## src/design/sha1md_pkg.sv

```systemverilog
// ----------------------------------------------------------------------------
// SHA-1 message digest: shared package
// Constants, transaction types and state codes used across the digest block.
// ----------------------------------------------------------------------------
package sha1md_pkg;

  // Depth of the queue between the front and back parts.
  localparam int QUEUE_DEPTH = 4;

  // Compression rounds per block and width of the round counter.
  localparam int ROUNDS = 80;
  localparam int RND_W  = $clog2(ROUNDS);

  // Digest words per message and the index of the final one.
  localparam int          DIGEST_WORDS  = 5;
  localparam logic [2:0]  LAST_WORD_IDX = 3'd4;

  // Padding marker byte that follows the message.
  localparam logic [7:0] PAD_BYTE = 8'h80;

  // Initial chaining values.
  localparam logic [31:0] IV_0 = 32'h67452301;
  localparam logic [31:0] IV_1 = 32'hEFCDAB89;
  localparam logic [31:0] IV_2 = 32'h98BADCFE;
  localparam logic [31:0] IV_3 = 32'h10325476;
  localparam logic [31:0] IV_4 = 32'hC3D2E1F0;

  // Round constants, one per group of twenty rounds.
  localparam logic [31:0] K_0 = 32'h5A827999;
  localparam logic [31:0] K_1 = 32'h6ED9EBA1;
  localparam logic [31:0] K_2 = 32'h8F1BBCDC;
  localparam logic [31:0] K_3 = 32'hCA62C1D6;

  // Classified input transaction: a finish carries the padding marker byte.
  typedef struct packed {
    logic       fin;
    logic [7:0] data;
  } item_t;

  // Queue status seen by the front and back parts.
  typedef struct packed {
    logic full;
    logic empty;
  } q_stat_t;

  // Back-end sequencer states.
  typedef enum logic [4:0] {
    S_IDLE = 5'b00001,
    S_COMP = 5'b00010,
    S_FOLD = 5'b00100,
    S_PAD  = 5'b01000,
    S_EMIT = 5'b10000
  } back_state_t;

  // Where the sequencer goes once a block has been folded in.
  typedef enum logic [1:0] {
    POST_IDLE = 2'd0,
    POST_PAD  = 2'd1,
    POST_EMIT = 2'd2
  } post_t;

  // Initial chaining word by index.
  function automatic logic [31:0] iv_word(input logic [2:0] idx);
    logic [31:0] w;
    case (idx)
      3'd0:    w = IV_0;
      3'd1:    w = IV_1;
      3'd2:    w = IV_2;
      3'd3:    w = IV_3;
      default: w = IV_4;
    endcase
    return w;
  endfunction

endpackage

```

## src/design/sha1_message_digest_top.sv

```systemverilog
// ----------------------------------------------------------------------------
// SHA-1 message digest: top level
// Byte-stream SHA-1 with padding and a five-word digest output per message.
// ----------------------------------------------------------------------------
// Each absorb transaction adds one message byte; a finish transaction pads the
// message and returns the five digest words, word 0 first, the last marked.
// The back part takes one byte per cycle from a small queue while it is idle,
// and every full 64-byte block then goes through the 80-round compression and
// a fold; the front keeps taking bytes into the queue during compression until
// the queue fills. A finish shifts in the padding bytes, runs one or two
// compressions and then presents the five digest words, limited by the single
// round unit.
// ----------------------------------------------------------------------------
module sha1_message_digest_top #(
  parameter int QueueDepth = sha1md_pkg::QUEUE_DEPTH
) (
  input  logic        clk,
  input  logic        rst_n,
  input  logic        in_valid,
  output logic        in_ready,
  input  logic        in_op,
  input  logic [7:0]  in_data_byte,
  output logic        out_valid,
  input  logic        out_ready,
  output logic [31:0] out_digest_word,
  output logic [2:0]  out_word_index,
  output logic        out_last_word
);

  logic                push;
  logic                pop;
  sha1md_pkg::item_t   push_item;
  sha1md_pkg::item_t   head_item;
  sha1md_pkg::q_stat_t q_stat;

  // Front part: input handshake and classification.
  sha1md_front u_front (
    .clk          (clk),
    .rst_n        (rst_n),
    .in_valid     (in_valid),
    .in_ready     (in_ready),
    .in_op        (in_op),
    .in_data_byte (in_data_byte),
    .q_stat       (q_stat),
    .push         (push),
    .push_item    (push_item)
  );

  // Queue decoupling the two parts.
  sha1md_queue #(
    .Depth (QueueDepth)
  ) u_queue (
    .clk       (clk),
    .rst_n     (rst_n),
    .push      (push),
    .push_item (push_item),
    .pop       (pop),
    .head_item (head_item),
    .q_stat    (q_stat)
  );

  // Back part: buffering, padding, compression and output.
  sha1md_back u_back (
    .clk             (clk),
    .rst_n           (rst_n),
    .head_item       (head_item),
    .q_stat          (q_stat),
    .pop             (pop),
    .out_valid       (out_valid),
    .out_ready       (out_ready),
    .out_digest_word (out_digest_word),
    .out_word_index  (out_word_index),
    .out_last_word   (out_last_word)
  );

endmodule

```

## src/design/sha1md_front.sv

```systemverilog
// ----------------------------------------------------------------------------
// SHA-1 message digest: front part
// Takes input transactions, classifies them and pushes them into the queue.
// ----------------------------------------------------------------------------
module sha1md_front (
  input  logic                clk,
  input  logic                rst_n,
  input  logic                in_valid,
  output logic                in_ready,
  input  logic                in_op,
  input  logic [7:0]          in_data_byte,
  input  sha1md_pkg::q_stat_t q_stat,
  output logic                push,
  output sha1md_pkg::item_t   push_item
);

  logic              hold_valid_r, hold_valid_nxt;
  sha1md_pkg::item_t hold_item_r,  hold_item_nxt;
  logic              accept;

  // The holding register drains into the queue whenever the queue has room.
  assign push      = hold_valid_r && !q_stat.full;
  assign push_item = hold_item_r;
  assign in_ready  = !hold_valid_r || !q_stat.full;
  assign accept    = in_valid && in_ready;

  // Classify: a finish is carried as the padding marker, absorb as its byte.
  always_comb begin
    hold_valid_nxt = hold_valid_r;
    hold_item_nxt  = hold_item_r;
    if (accept) begin
      hold_valid_nxt     = 1'b1;
      hold_item_nxt.fin  = in_op;
      hold_item_nxt.data = in_op ? sha1md_pkg::PAD_BYTE : in_data_byte;
    end else if (push) begin
      hold_valid_nxt = 1'b0;
    end
  end

  always_ff @(posedge clk) begin
    if (!rst_n) begin
      hold_valid_r <= 1'b0;
    end else begin
      hold_valid_r <= hold_valid_nxt;
    end
    hold_item_r <= hold_item_nxt;
  end

endmodule

```

## src/design/sha1md_queue.sv

```systemverilog
// ----------------------------------------------------------------------------
// SHA-1 message digest: transaction queue
// Small first-in first-out queue between the front and back parts.
// ----------------------------------------------------------------------------
module sha1md_queue #(
  parameter int Depth = sha1md_pkg::QUEUE_DEPTH
) (
  input  logic                clk,
  input  logic                rst_n,
  input  logic                push,
  input  sha1md_pkg::item_t   push_item,
  input  logic                pop,
  output sha1md_pkg::item_t   head_item,
  output sha1md_pkg::q_stat_t q_stat
);

  localparam int PtrW = (Depth > 1) ? $clog2(Depth) : 1;
  localparam int CntW = $clog2(Depth + 1);

  sha1md_pkg::item_t  mem_r [Depth];
  logic [PtrW-1:0]    wr_ptr_r, wr_ptr_nxt;
  logic [PtrW-1:0]    rd_ptr_r, rd_ptr_nxt;
  logic [CntW-1:0]    count_r,  count_nxt;

  assign q_stat.full  = (count_r == CntW'(Depth));
  assign q_stat.empty = (count_r == '0);
  assign head_item    = mem_r[rd_ptr_r];

  // Pointer and occupancy updates, wrapping at the queue depth.
  always_comb begin
    wr_ptr_nxt = wr_ptr_r;
    rd_ptr_nxt = rd_ptr_r;
    count_nxt  = count_r;
    if (push) begin
      wr_ptr_nxt = (wr_ptr_r == PtrW'(Depth - 1)) ? '0 : wr_ptr_r + 1'b1;
    end
    if (pop) begin
      rd_ptr_nxt = (rd_ptr_r == PtrW'(Depth - 1)) ? '0 : rd_ptr_r + 1'b1;
    end
    if (push && !pop) begin
      count_nxt = count_r + 1'b1;
    end else if (pop && !push) begin
      count_nxt = count_r - 1'b1;
    end
  end

  always_ff @(posedge clk) begin
    if (!rst_n) begin
      wr_ptr_r <= '0;
      rd_ptr_r <= '0;
      count_r  <= '0;
    end else begin
      wr_ptr_r <= wr_ptr_nxt;
      rd_ptr_r <= rd_ptr_nxt;
      count_r  <= count_nxt;
    end
    if (push) begin
      mem_r[wr_ptr_r] <= push_item;
    end
  end

`ifndef ASSERT_OFF
  // Occupancy never goes beyond the depth.
  a_count_bound: assert property (@(posedge clk) disable iff (!rst_n)
    count_r <= CntW'(Depth))
    else $error("queue occupancy beyond depth");

  // A lone push raises the occupancy by exactly one.
  a_push_count: assert property (@(posedge clk) disable iff (!rst_n)
    (push && !pop) |=> (count_r == $past(count_r) + 1'b1))
    else $error("queue occupancy did not follow a push");
`endif

endmodule

```

## src/design/sha1md_back.sv

```systemverilog
// ----------------------------------------------------------------------------
// SHA-1 message digest: back part
// Block buffer, padding sequencer, 80-round compression and digest output.
// ----------------------------------------------------------------------------
module sha1md_back (
  input  logic                clk,
  input  logic                rst_n,
  input  sha1md_pkg::item_t   head_item,
  input  sha1md_pkg::q_stat_t q_stat,
  output logic                pop,
  output logic                out_valid,
  input  logic                out_ready,
  output logic [31:0]         out_digest_word,
  output logic [2:0]          out_word_index,
  output logic                out_last_word
);

  localparam int RndW = sha1md_pkg::RND_W;

  sha1md_pkg::back_state_t state_r, state_nxt;
  sha1md_pkg::post_t       post_r,  post_nxt;

  logic [RndW-1:0] rnd_r,       rnd_nxt;
  logic [5:0]      fill_r,      fill_nxt;
  logic [63:0]     bitlen_r,    bitlen_nxt;
  logic            final_blk_r, final_blk_nxt;
  logic [2:0]      emit_idx_r,  emit_idx_nxt;
  logic [511:0]    buf_r,       buf_nxt;
  logic [31:0]     a_r, b_r, c_r, d_r, e_r;
  logic [31:0]     a_nxt, b_nxt, c_nxt, d_nxt, e_nxt;
  logic [31:0]     chain_r   [sha1md_pkg::DIGEST_WORDS];
  logic [31:0]     chain_nxt [sha1md_pkg::DIGEST_WORDS];

  logic            out_valid_r, out_valid_nxt;
  logic [31:0]     out_word_r,  out_word_nxt;
  logic [2:0]      out_idx_r,   out_idx_nxt;
  logic            out_last_r,  out_last_nxt;

  logic [31:0]     w0, w2, w8, w13, w_new;
  logic [31:0]     f_val, k_val, t_val;
  logic [7:0]      pad_byte;
  logic            emit_load;
  logic            start_comp;

  // Boolean function of the round group.
  function automatic logic [31:0] round_f(input logic [RndW-1:0] r,
                                          input logic [31:0] b,
                                          input logic [31:0] c,
                                          input logic [31:0] d);
    logic [31:0] f;
    if (r < RndW'(20)) begin
      f = (b & c) | (~b & d);
    end else if (r < RndW'(40)) begin
      f = b ^ c ^ d;
    end else if (r < RndW'(60)) begin
      f = (b & c) | (b & d) | (c & d);
    end else begin
      f = b ^ c ^ d;
    end
    return f;
  endfunction

  // Additive constant of the round group.
  function automatic logic [31:0] round_k(input logic [RndW-1:0] r);
    logic [31:0] k;
    if (r < RndW'(20)) begin
      k = sha1md_pkg::K_0;
    end else if (r < RndW'(40)) begin
      k = sha1md_pkg::K_1;
    end else if (r < RndW'(60)) begin
      k = sha1md_pkg::K_2;
    end else begin
      k = sha1md_pkg::K_3;
    end
    return k;
  endfunction

  // Schedule window: word j of the buffer holds w[t+j] during compression.
  assign w0    = buf_r[511:480];
  assign w2    = buf_r[447:416];
  assign w8    = buf_r[255:224];
  assign w13   = buf_r[95:64];
  assign w_new = {(w13[30:0] ^ w8[30:0] ^ w2[30:0] ^ w0[30:0]),
                  (w13[31] ^ w8[31] ^ w2[31] ^ w0[31])};

  // One compression round.
  assign f_val = round_f(rnd_r, b_r, c_r, d_r);
  assign k_val = round_k(rnd_r);
  assign t_val = {a_r[26:0], a_r[31:27]} + f_val + e_r + k_val + w0;

  // Padding byte: zeros, then the bit length big-endian in the final block.
  assign pad_byte = (final_blk_r && (fill_r[5:3] == 3'b111))
                  ? bitlen_r[{~fill_r[2:0], 3'b000} +: 8] : 8'h00;

  assign pop       = (state_r == sha1md_pkg::S_IDLE) && !q_stat.empty;
  assign emit_load = (state_r == sha1md_pkg::S_EMIT) && (!out_valid_r || out_ready);

  // Sequencer.
  always_comb begin
    state_nxt     = state_r;
    post_nxt      = post_r;
    rnd_nxt       = rnd_r;
    fill_nxt      = fill_r;
    bitlen_nxt    = bitlen_r;
    final_blk_nxt = final_blk_r;
    emit_idx_nxt  = emit_idx_r;
    buf_nxt       = buf_r;
    a_nxt         = a_r;
    b_nxt         = b_r;
    c_nxt         = c_r;
    d_nxt         = d_r;
    e_nxt         = e_r;
    start_comp    = 1'b0;
    for (int i = 0; i < sha1md_pkg::DIGEST_WORDS; i++) begin
      chain_nxt[i] = chain_r[i];
    end
    out_valid_nxt = out_ready ? 1'b0 : out_valid_r;
    out_word_nxt  = out_word_r;
    out_idx_nxt   = out_idx_r;
    out_last_nxt  = out_last_r;

    case (state_r)
      sha1md_pkg::S_IDLE: begin
        if (pop) begin
          // Both kinds shift their byte in; a finish brings the marker.
          buf_nxt  = {buf_r[503:0], head_item.data};
          fill_nxt = fill_r + 1'b1;
          if (!head_item.fin) begin
            bitlen_nxt = bitlen_r + 64'd8;
            if (fill_r == 6'd63) begin
              start_comp = 1'b1;
              post_nxt   = sha1md_pkg::POST_IDLE;
            end
          end else if (fill_r == 6'd63) begin
            start_comp    = 1'b1;
            post_nxt      = sha1md_pkg::POST_PAD;
            final_blk_nxt = 1'b1;
          end else begin
            state_nxt     = sha1md_pkg::S_PAD;
            final_blk_nxt = (fill_r < 6'd56);
          end
        end
      end
      sha1md_pkg::S_PAD: begin
        buf_nxt  = {buf_r[503:0], pad_byte};
        fill_nxt = fill_r + 1'b1;
        if (fill_r == 6'd63) begin
          start_comp    = 1'b1;
          post_nxt      = final_blk_r ? sha1md_pkg::POST_EMIT : sha1md_pkg::POST_PAD;
          final_blk_nxt = 1'b1;
        end
      end
      sha1md_pkg::S_COMP: begin
        a_nxt   = t_val;
        b_nxt   = a_r;
        c_nxt   = {b_r[1:0], b_r[31:2]};
        d_nxt   = c_r;
        e_nxt   = d_r;
        buf_nxt = {buf_r[479:0], w_new};
        if (rnd_r == RndW'(sha1md_pkg::ROUNDS - 1)) begin
          rnd_nxt   = '0;
          state_nxt = sha1md_pkg::S_FOLD;
        end else begin
          rnd_nxt = rnd_r + 1'b1;
        end
      end
      sha1md_pkg::S_FOLD: begin
        chain_nxt[0] = chain_r[0] + a_r;
        chain_nxt[1] = chain_r[1] + b_r;
        chain_nxt[2] = chain_r[2] + c_r;
        chain_nxt[3] = chain_r[3] + d_r;
        chain_nxt[4] = chain_r[4] + e_r;
        case (post_r)
          sha1md_pkg::POST_PAD:  state_nxt = sha1md_pkg::S_PAD;
          sha1md_pkg::POST_EMIT: state_nxt = sha1md_pkg::S_EMIT;
          default:               state_nxt = sha1md_pkg::S_IDLE;
        endcase
      end
      sha1md_pkg::S_EMIT: begin
        if (emit_load) begin
          out_valid_nxt = 1'b1;
          out_word_nxt  = chain_r[emit_idx_r];
          out_idx_nxt   = emit_idx_r;
          out_last_nxt  = (emit_idx_r == sha1md_pkg::LAST_WORD_IDX);
          if (emit_idx_r == sha1md_pkg::LAST_WORD_IDX) begin
            // Message done: state, fill, bit length and chaining words back to reset values.
            emit_idx_nxt = '0;
            fill_nxt     = '0;
            bitlen_nxt   = '0;
            state_nxt    = sha1md_pkg::S_IDLE;
            for (int i = 0; i < sha1md_pkg::DIGEST_WORDS; i++) begin
              chain_nxt[i] = sha1md_pkg::iv_word(3'(i));
            end
          end else begin
            emit_idx_nxt = emit_idx_r + 1'b1;
          end
        end
      end
      default: begin
        state_nxt = sha1md_pkg::S_IDLE;
      end
    endcase

    // Working variables start from the chaining words.
    if (start_comp) begin
      state_nxt = sha1md_pkg::S_COMP;
      rnd_nxt   = '0;
      a_nxt     = chain_r[0];
      b_nxt     = chain_r[1];
      c_nxt     = chain_r[2];
      d_nxt     = chain_r[3];
      e_nxt     = chain_r[4];
    end
  end

  always_ff @(posedge clk) begin
    if (!rst_n) begin
      state_r     <= sha1md_pkg::S_IDLE;
      post_r      <= sha1md_pkg::POST_IDLE;
      rnd_r       <= '0;
      fill_r      <= '0;
      bitlen_r    <= '0;
      final_blk_r <= 1'b0;
      emit_idx_r  <= '0;
      out_valid_r <= 1'b0;
      for (int i = 0; i < sha1md_pkg::DIGEST_WORDS; i++) begin
        chain_r[i] <= sha1md_pkg::iv_word(3'(i));
      end
    end else begin
      state_r     <= state_nxt;
      post_r      <= post_nxt;
      rnd_r       <= rnd_nxt;
      fill_r      <= fill_nxt;
      bitlen_r    <= bitlen_nxt;
      final_blk_r <= final_blk_nxt;
      emit_idx_r  <= emit_idx_nxt;
      out_valid_r <= out_valid_nxt;
      for (int i = 0; i < sha1md_pkg::DIGEST_WORDS; i++) begin
        chain_r[i] <= chain_nxt[i];
      end
    end
    buf_r      <= buf_nxt;
    a_r        <= a_nxt;
    b_r        <= b_nxt;
    c_r        <= c_nxt;
    d_r        <= d_nxt;
    e_r        <= e_nxt;
    out_word_r <= out_word_nxt;
    out_idx_r  <= out_idx_nxt;
    out_last_r <= out_last_nxt;
  end

  assign out_valid       = out_valid_r;
  assign out_digest_word = out_word_r;
  assign out_word_index  = out_idx_r;
  assign out_last_word   = out_last_r;

`ifndef ASSERT_OFF
  // The round counter stays within the 80 rounds.
  a_rnd_range: assert property (@(posedge clk) disable iff (!rst_n)
    (state_r == sha1md_pkg::S_COMP) |-> (rnd_r < RndW'(sha1md_pkg::ROUNDS)))
    else $error("round counter out of range");

  // A fold follows only the last compression round.
  a_fold_after_comp: assert property (@(posedge clk) disable iff (!rst_n)
    (state_r == sha1md_pkg::S_FOLD) |->
      ($past(state_r) == sha1md_pkg::S_COMP) &&
      ($past(rnd_r) == RndW'(sha1md_pkg::ROUNDS - 1)))
    else $error("fold without a completed compression");

  // After the final word the message state is back at its initial values.
  a_restart: assert property (@(posedge clk) disable iff (!rst_n)
    (emit_load && (emit_idx_r == sha1md_pkg::LAST_WORD_IDX)) |=>
      (state_r == sha1md_pkg::S_IDLE) && (fill_r == '0) && (bitlen_r == '0) &&
      (chain_r[0] == sha1md_pkg::IV_0) && (chain_r[4] == sha1md_pkg::IV_4))
    else $error("message state not restored after digest");
`endif

endmodule

```

## config.mk

```make
export PLATFORM = sky130hd
export DESIGN_NAME = sha1_message_digest_top
export DESIGN_NICKNAME = d
export VERILOG_FILES = /design/src/design/sha1md_pkg.sv /design/src/design/sha1_message_digest_top.sv /design/src/design/sha1md_front.sv /design/src/design/sha1md_queue.sv /design/src/design/sha1md_back.sv
export SDC_FILE = /design/constraint.sdc
export NUM_CORES = 2
export LEC_CHECK = 0
export ABC_CLOCK_PERIOD_IN_PS = 47800
export BUFFER_PORTS_ARGS = -buffer_cell sky130_fd_sc_hd__buf_4
export CAP_MARGIN = 20
export CORE_MARGIN = 2
export CORE_UTILIZATION = 40
export DETAILED_ROUTE_END_ITERATION = 16
export SETUP_SLACK_MARGIN = 0.3
export SYNTH_ARGS = -nofsm -noshare
export SYNTH_HDL_FRONTEND = slang
export SYNTH_HIERARCHICAL = 1
export SYNTH_SLANG_ARGS = --single-unit
export TNS_END_PERCENT = 100
```

## constraint.sdc

```tcl
create_clock -name clk -period 47.8 [get_ports clk]
set_input_delay 11.95 -clock clk [delete_from_list [all_inputs] [get_ports clk]]
set_output_delay 11.95 -clock clk [all_outputs]
set_load 0.05 [all_outputs]
```

---- Word-level counts from Yosys, hierarchy flattened ----
Memory sizes are Yosys's and may differ from the RTL's. A register that Yosys moved wholly into a read port is not among the register bits.
Index checks and enable logic that the tools add are counted.
storage, ports and cells
  memories ................................ 2
  flip-flop bits (word level) ............. 782
  output and inout port bits .............. 38
  word-level logic and storage cells ...... 215
  memory bits (writable) .................. 196
  bits of input ports ..................... 13
cells by class
  $add $sub $neg .......................... 17
  shift-type cells ........................ 1
  equal/unequal tests ..................... 30
  reduce and logical (&&, ||, !) cells .... 32
  magnitude comparators ................... 4
  bitwise operators ....................... 24
  multiplexer cells ....................... 82
memories
  name            depth  bits a word  rd ports  clocked after Yosys merged registers in  wr ports  line                text
  u_back.chain_r  5      32           6         1                                        5         sha1md_back.sv:31   logic [31:0] chain_r [sha1md_pkg::DIGEST_WORDS];
  u_queue.mem_r   4      9            1         1                                        1         sha1md_queue.sv:20  sha1md_pkg::item_t mem_r [Depth];
operators with widths
  operator               count
  $pmux 512 s3           1
  $mux 32                25
  $mux 512               1
  $mux 160               2
  $pmux 160 s2           1
  $add 32x32->32         9
  $mux 64                4
  $and 32x32->32         4
  $pmux 64 s2            1
  $or 32x32->32          3
  $xor 31x31->31         3
  $add 64x4->64 const B  1
  $shiftx 64x7->8        1
  $xor 32x32->32         2
  $not 32->32            1
  $mux 31                1
  $mux 5                 6
  $pmux 5 s5             1
  $mux 2                 11
  $mux 6                 3
  $pmux 6 s3             1
  $mux 1                 15
  $lt 7x6->1 const B     2
  $reduce_and 7->1       2
  41 further kinds       89

---- Longest topological paths before layout ----
  word-level depth ........................ 12
  gate-level depth with buffers ........... 26
  gate-level depth less buffers ........... 24

---- By module ----
The synthesis kept the hierarchy.
by module, submodules not included
  module        instances  area an instance (um^2)  cells each  seq. area each (um^2)
  sha1md_back   1          53,400.0                 5,615       26,185.1
  sha1md_queue  1          1,757.9                  91          1,261.2
  sha1md_front  1          367.9                    23          290.3

---- Worst setup path after synthesis ----
No wires, ideal clock.
  kind .................................... register -> register
  start ................................... reg u_back.state_r[1]
  end ..................................... reg u_back.buf_r[0], enable pin
  library setup time ...................... 2.098 ns
  data arrival time ....................... 36.814 ns
  stages on the path, launching flop included .. 5
  period minus slack after synthesis ...... 38.912 ns
  slack ................................... 8.888 ns
  path buffers ............................ 1
  required time ........................... 45.702 ns
  cells stage by stage .................... dfxtp_1 > buf_6 > or3_4 > or3_1 > o21ai_0
on the way
  cells in the longest elaborated chain, start to end .. 4
  elaborated cells on any way between the ends .. 7
  classes of those cells .................. eq/ne: 4; reduce/logical: 3
ends and longest elaborated chain
  element                       line                                   text
  start: declaration            sha1md_back.sv:20                      sha1md_pkg::back_state_t state_r, state_nxt;
  start signal: assignment      sha1md_back.sv:218                     state_r <= sha1md_pkg::S_IDLE;
  start signal: assignment      sha1md_back.sv:230                     state_r <= state_nxt;
  $eq 5x1->1                    sha1md_back.sv:95, sha1md_back.sv:122
  $logic_and 1x1->1             sha1md_back.sv:95                      assign pop = (state_r == sha1md_pkg::S_IDLE) && !q_stat.empty;
  $ne 2x2->1 (no line)          --
  $reduce_and 2->1 (no line) *  --
  end signal: assignment        sha1md_back.sv:242                     buf_r <= buf_nxt;
  end: declaration              sha1md_back.sv:28                      logic [511:0] buf_r, buf_nxt;
Mark *: on every way between the ends. The rest lies on a longest branch, timed or not.
A chain may end at the register's enable or synchronous reset.

==> impl_metrics.ini <==
[logic_synthesis]
netlist.top_cell.by_area = sky130_fd_sc_hd__edfxtp_1
yosysSeqAreaShare_pct = 50.0
number_of_storage_elements_in_the_synthesis_netlist = 1009
synth_enable_flop_cells = 753
syn_nets = 6074
area_of_the_mapped_netlist_um2 = 55500
synth.area.top_cells = sky130_fd_sc_hd__edfxtp_1, sky130_fd_sc_hd__nand2_1, sky130_fd_sc_hd__dfxtp_1, sky130_fd_sc_hd__ha_1, sky130_fd_sc_hd__fa_1
post_synth_inst_count = 5729
syn_avg_cell_area_um2 = 9.69
synth-main-ff-cell = sky130_fd_sc_hd__edfxtp_1
commonest_cells_in_the_netlist = sky130_fd_sc_hd__nand2_1, sky130_fd_sc_hd__edfxtp_1, sky130_fd_sc_hd__nor2_1, sky130_fd_sc_hd__dfxtp_1, sky130_fd_sc_hd__inv_1
synth-async-reset-ratio_pct = 0
yosysMostFrequentCell = sky130_fd_sc_hd__nand2_1
synth_cell_type_count = 91
synth.yosys.warnings = 6
synth_top_area_share_pct = 40.7

[finish]
finalNetCount = 6038
finish.instance_area_um2 = 61600
nFillCells = 13100
antenna-diode-count = 0
finish.utilization_pct = 44.7
areaGrowthSynthToFinish_pct = 10.9
final_layout_size_suffix_gt1_share_pct = 7.23

[route]
routed-wl-met3_um = 8450
drtPass1Iterations = 7
met2WireLength_um = 67500
dr.first_iter.drc_count = 3638
drc = 0
num_vias = 40600
wl_per_cell_um = 19.5
detail_route.vias_per_cell = 5.35
routed.top_layer = met4
drt.antenna.violating_nets = 0
wirelength_um = 148000
wirelength_met1_um = 67300

[timing]
finalSetupViolCount = 0
report.final.slew_viol_count = 0
period_needed_ns = 14.50
fin_worst_skew_ns = 0.0412
tightestPinTransition_ns = 1.14
max_slew_margin_pct = 24.1
timing.setup.tns_ns = 0
hold_violations = 0
unrepaired_setup_endpoints_after_global_routing = no
finalCritPeriodShare_pct = 30.3
maxClockFrequency_mhz = 69.0

[power]
total_power_per_unit_cell_area_nw_per_um2 = 56.4
total_leakage_power_nw = 25.0
share_comb_of_total_power_pct = 29.5
swShare_pct = 34.1
p_int_mw = 2.29
clockPowerShare_pct = 26.0
share_seq_of_total_power_pct = 44.5
power_switching_mw = 1.18
ir_drop_uv = 58.9

[grt]
grt_max_degree = 191
initial_antenna_violation_count = 0
grt_pass1_wl_um = 229000
first_global_vias = 39000
globalRouteOverflowTotal = 0
grtUsageTotal_pct = 20.6

[cts]
ctsHoldBuffers = 0
ctsHtreeMaxLevel = 3
cts_sink_count = 1009
tritoncts = yes
clock_insertion_delay_worst_skew_ns = 0.76
clock_tree.buffer_depth = 3
root_buffer = sky130_fd_sc_hd__clkbuf_16
clk_pin_slew_worst_paths_ns = 0.06
cells_resized_by_post_cts_repair = 0
cts_setup_buffers = 0
numCtsBuffers = 112

[place]
gp_routability_congestion = 0.911
post-dp-hpwl_um = 99400
placed_area_um2 = 57600
place.port_buffers = 50

[critical_path]
worstPathArrival_ns = 15.16
startpoint_type = primary input
critPathCaptureType = flop
timing_worst_setup_path_type = in -> reg
cp_data_required_time_ns = 48.46
critPathMaxFanout = 50

[run_status]
run_status = completed

[floorplanning]
io_pins = 51
die_x_um = 377
die_height_um = 377
starting_density_of_the_core_pct = 40.3
fp.coreArea_um2 = 138000
die-area_um2 = 142000
core.rowCount = 136

[run]
timing.max_cap.violations = 0

[min_path]
timing.hold.worst.class = reg -> reg
## cells by family after synthesis
family	count (synthesis)	synth area share (%)
flip-flops	1009	50.0
AO/OA/AOI/OAI	829	9.50
AND/OR/NAND/NOR	2629	19.4
XOR/XNOR	307	4.84
buffers and inverters	489	3.37
multiplexers	134	3.72
adder cells (fa/ha/maj)	332	9.18
## placed cells by master (no fill, tap or decap), types with 25 or more instances in the layout
master	Yosys	layout
sky130_fd_sc_hd__nand2_1	1996	1994
sky130_fd_sc_hd__edfxtp_1	753	753
sky130_fd_sc_hd__nor2_1	258	256
sky130_fd_sc_hd__dfxtp_1	256	253
sky130_fd_sc_hd__inv_1	242	241
sky130_fd_sc_hd__o21ai_0	227	226
sky130_fd_sc_hd__ha_1	206	206
sky130_fd_sc_hd__xnor2_1	195	195
sky130_fd_sc_hd__a21oi_1	190	189
sky130_fd_sc_hd__fa_1	126	126
sky130_fd_sc_hd__clkbuf_16	0	116
sky130_fd_sc_hd__xor2_1	112	112
sky130_fd_sc_hd__buf_4	1	92
sky130_fd_sc_hd__nor2b_1	86	86
sky130_fd_sc_hd__a21o_1	82	82
sky130_fd_sc_hd__o22ai_1	60	60
sky130_fd_sc_hd__nand3_1	56	55
sky130_fd_sc_hd__mux4_2	54	54
sky130_fd_sc_hd__a22oi_1	46	46
sky130_fd_sc_hd__mux2_2	41	41
sky130_fd_sc_hd__mux2i_1	39	39
sky130_fd_sc_hd__nor3_1	38	38
sky130_fd_sc_hd__o21a_1	34	34
sky130_fd_sc_hd__nand2b_1	33	33
sky130_fd_sc_hd__nand4_1	31	31
sky130_fd_sc_hd__and3_1	26	25
sky130_fd_sc_hd__and2_1	25	25
sky130_fd_sc_hd__or3_1	25	25
## flip-flops by register name, summed over array words and instances (netlist names), 32 cells and up, named ones only
signal	cells
u_back/e_r	32
u_back/b_r	32
u_back/buf_r	512
u_back/d_r	32
u_back/chain_r	160
u_back/bitlen_r	61
u_back/c_r	32
u_queue/mem_r	36
u_back/out_digest_word	32
u_back/a_r	32
## power by group through the flow
stage	Clock [mW]	Sequential [mW]	Combinational (mW)
2_1_floorplan	0	1.89	0.764
3_3_place_gp	0	1.56	0.992
3_5_place_dp	0	1.56	1.01
4_1_cts	0.925	1.55	1.02
5_1_grt	0.955	1.58	1.16
6_report	0.903	1.54	1.02
## stage by stage
| step | total power [mW] | setup WS [ns] | std cells | hold slack (ns) |
|---|---|---|---|---|
| CTS | 3.50 | 33.34 | 7582 | 0.500 |
| finish | 3.47 | 33.30 | 7586 | 0.499 |
| global placement | 2.55 | 32.59 | 7369 | 0.465 |
| global route | 3.69 | 33.09 | 7586 | 0.519 |
| floorplan | 2.65 | 8.89 | 5729 | 0.409 |
| detailed placement | 2.58 | 32.54 | 7369 | 0.482 |
## path summary, 6_finish.rpt
kind	startpoint	cells past startpoint	to	slack, ns
worst min register to register	u_front/push_item[8]	0	u_queue/mem_r[2][8]	0.50
worst max-delay path	out_ready	12	u_back/chain_r[0][28]	33.30
worst min-delay path	u_front/push_item[8]	0	u_queue/mem_r[2][8]	0.50
worst max register to register	u_back/rnd_r[3]	26	u_back/a_r[31]	39.43
## critical path: stages
cell and delay (ns):
sky130_fd_sc_hd__buf_4 0.10, sky130_fd_sc_hd__nand2b_1 0.26, sky130_fd_sc_hd__nand4_1 0.37, sky130_fd_sc_hd__inv_2 0.04
sky130_fd_sc_hd__buf_4 0.33, sky130_fd_sc_hd__a21oi_4 0.19, sky130_fd_sc_hd__buf_4 0.65, sky130_fd_sc_hd__and2_1 0.27
sky130_fd_sc_hd__buf_4 0.43, sky130_fd_sc_hd__nand2_1 0.14, sky130_fd_sc_hd__a221o_1 0.31, sky130_fd_sc_hd__o211ai_1 0.07
## layer usage
| layer | vias to the layer above | track usage (%) |
|---|---|---|
| met4 | 0 | 7.17 |
| met1 | 19800 | 28.9 |
| met2 | 1037 | 32.4 |
| met5 | - | 0 |
| li1 | 19500 | - |
| met3 | 239 | 3.17 |
## layout make-up
cell class / count / area [µm²] / share of cell area [%]
Clock buffer: 151 / 3140 / 5.11
Clock inverter: 62 / 713 / 1.16
Inverter: 243 / 912 / 1.48
Multi-Input combinational cell: 4231 / 26000 / 42.3
Sequential cell: 1009 / 27700 / 45.1
Tap cell: 1794 / 2240 / 3.65
Timing Repair Buffer: 96 / 793 / 1.29
Note: power is estimated with default switching activity, not from simulation.
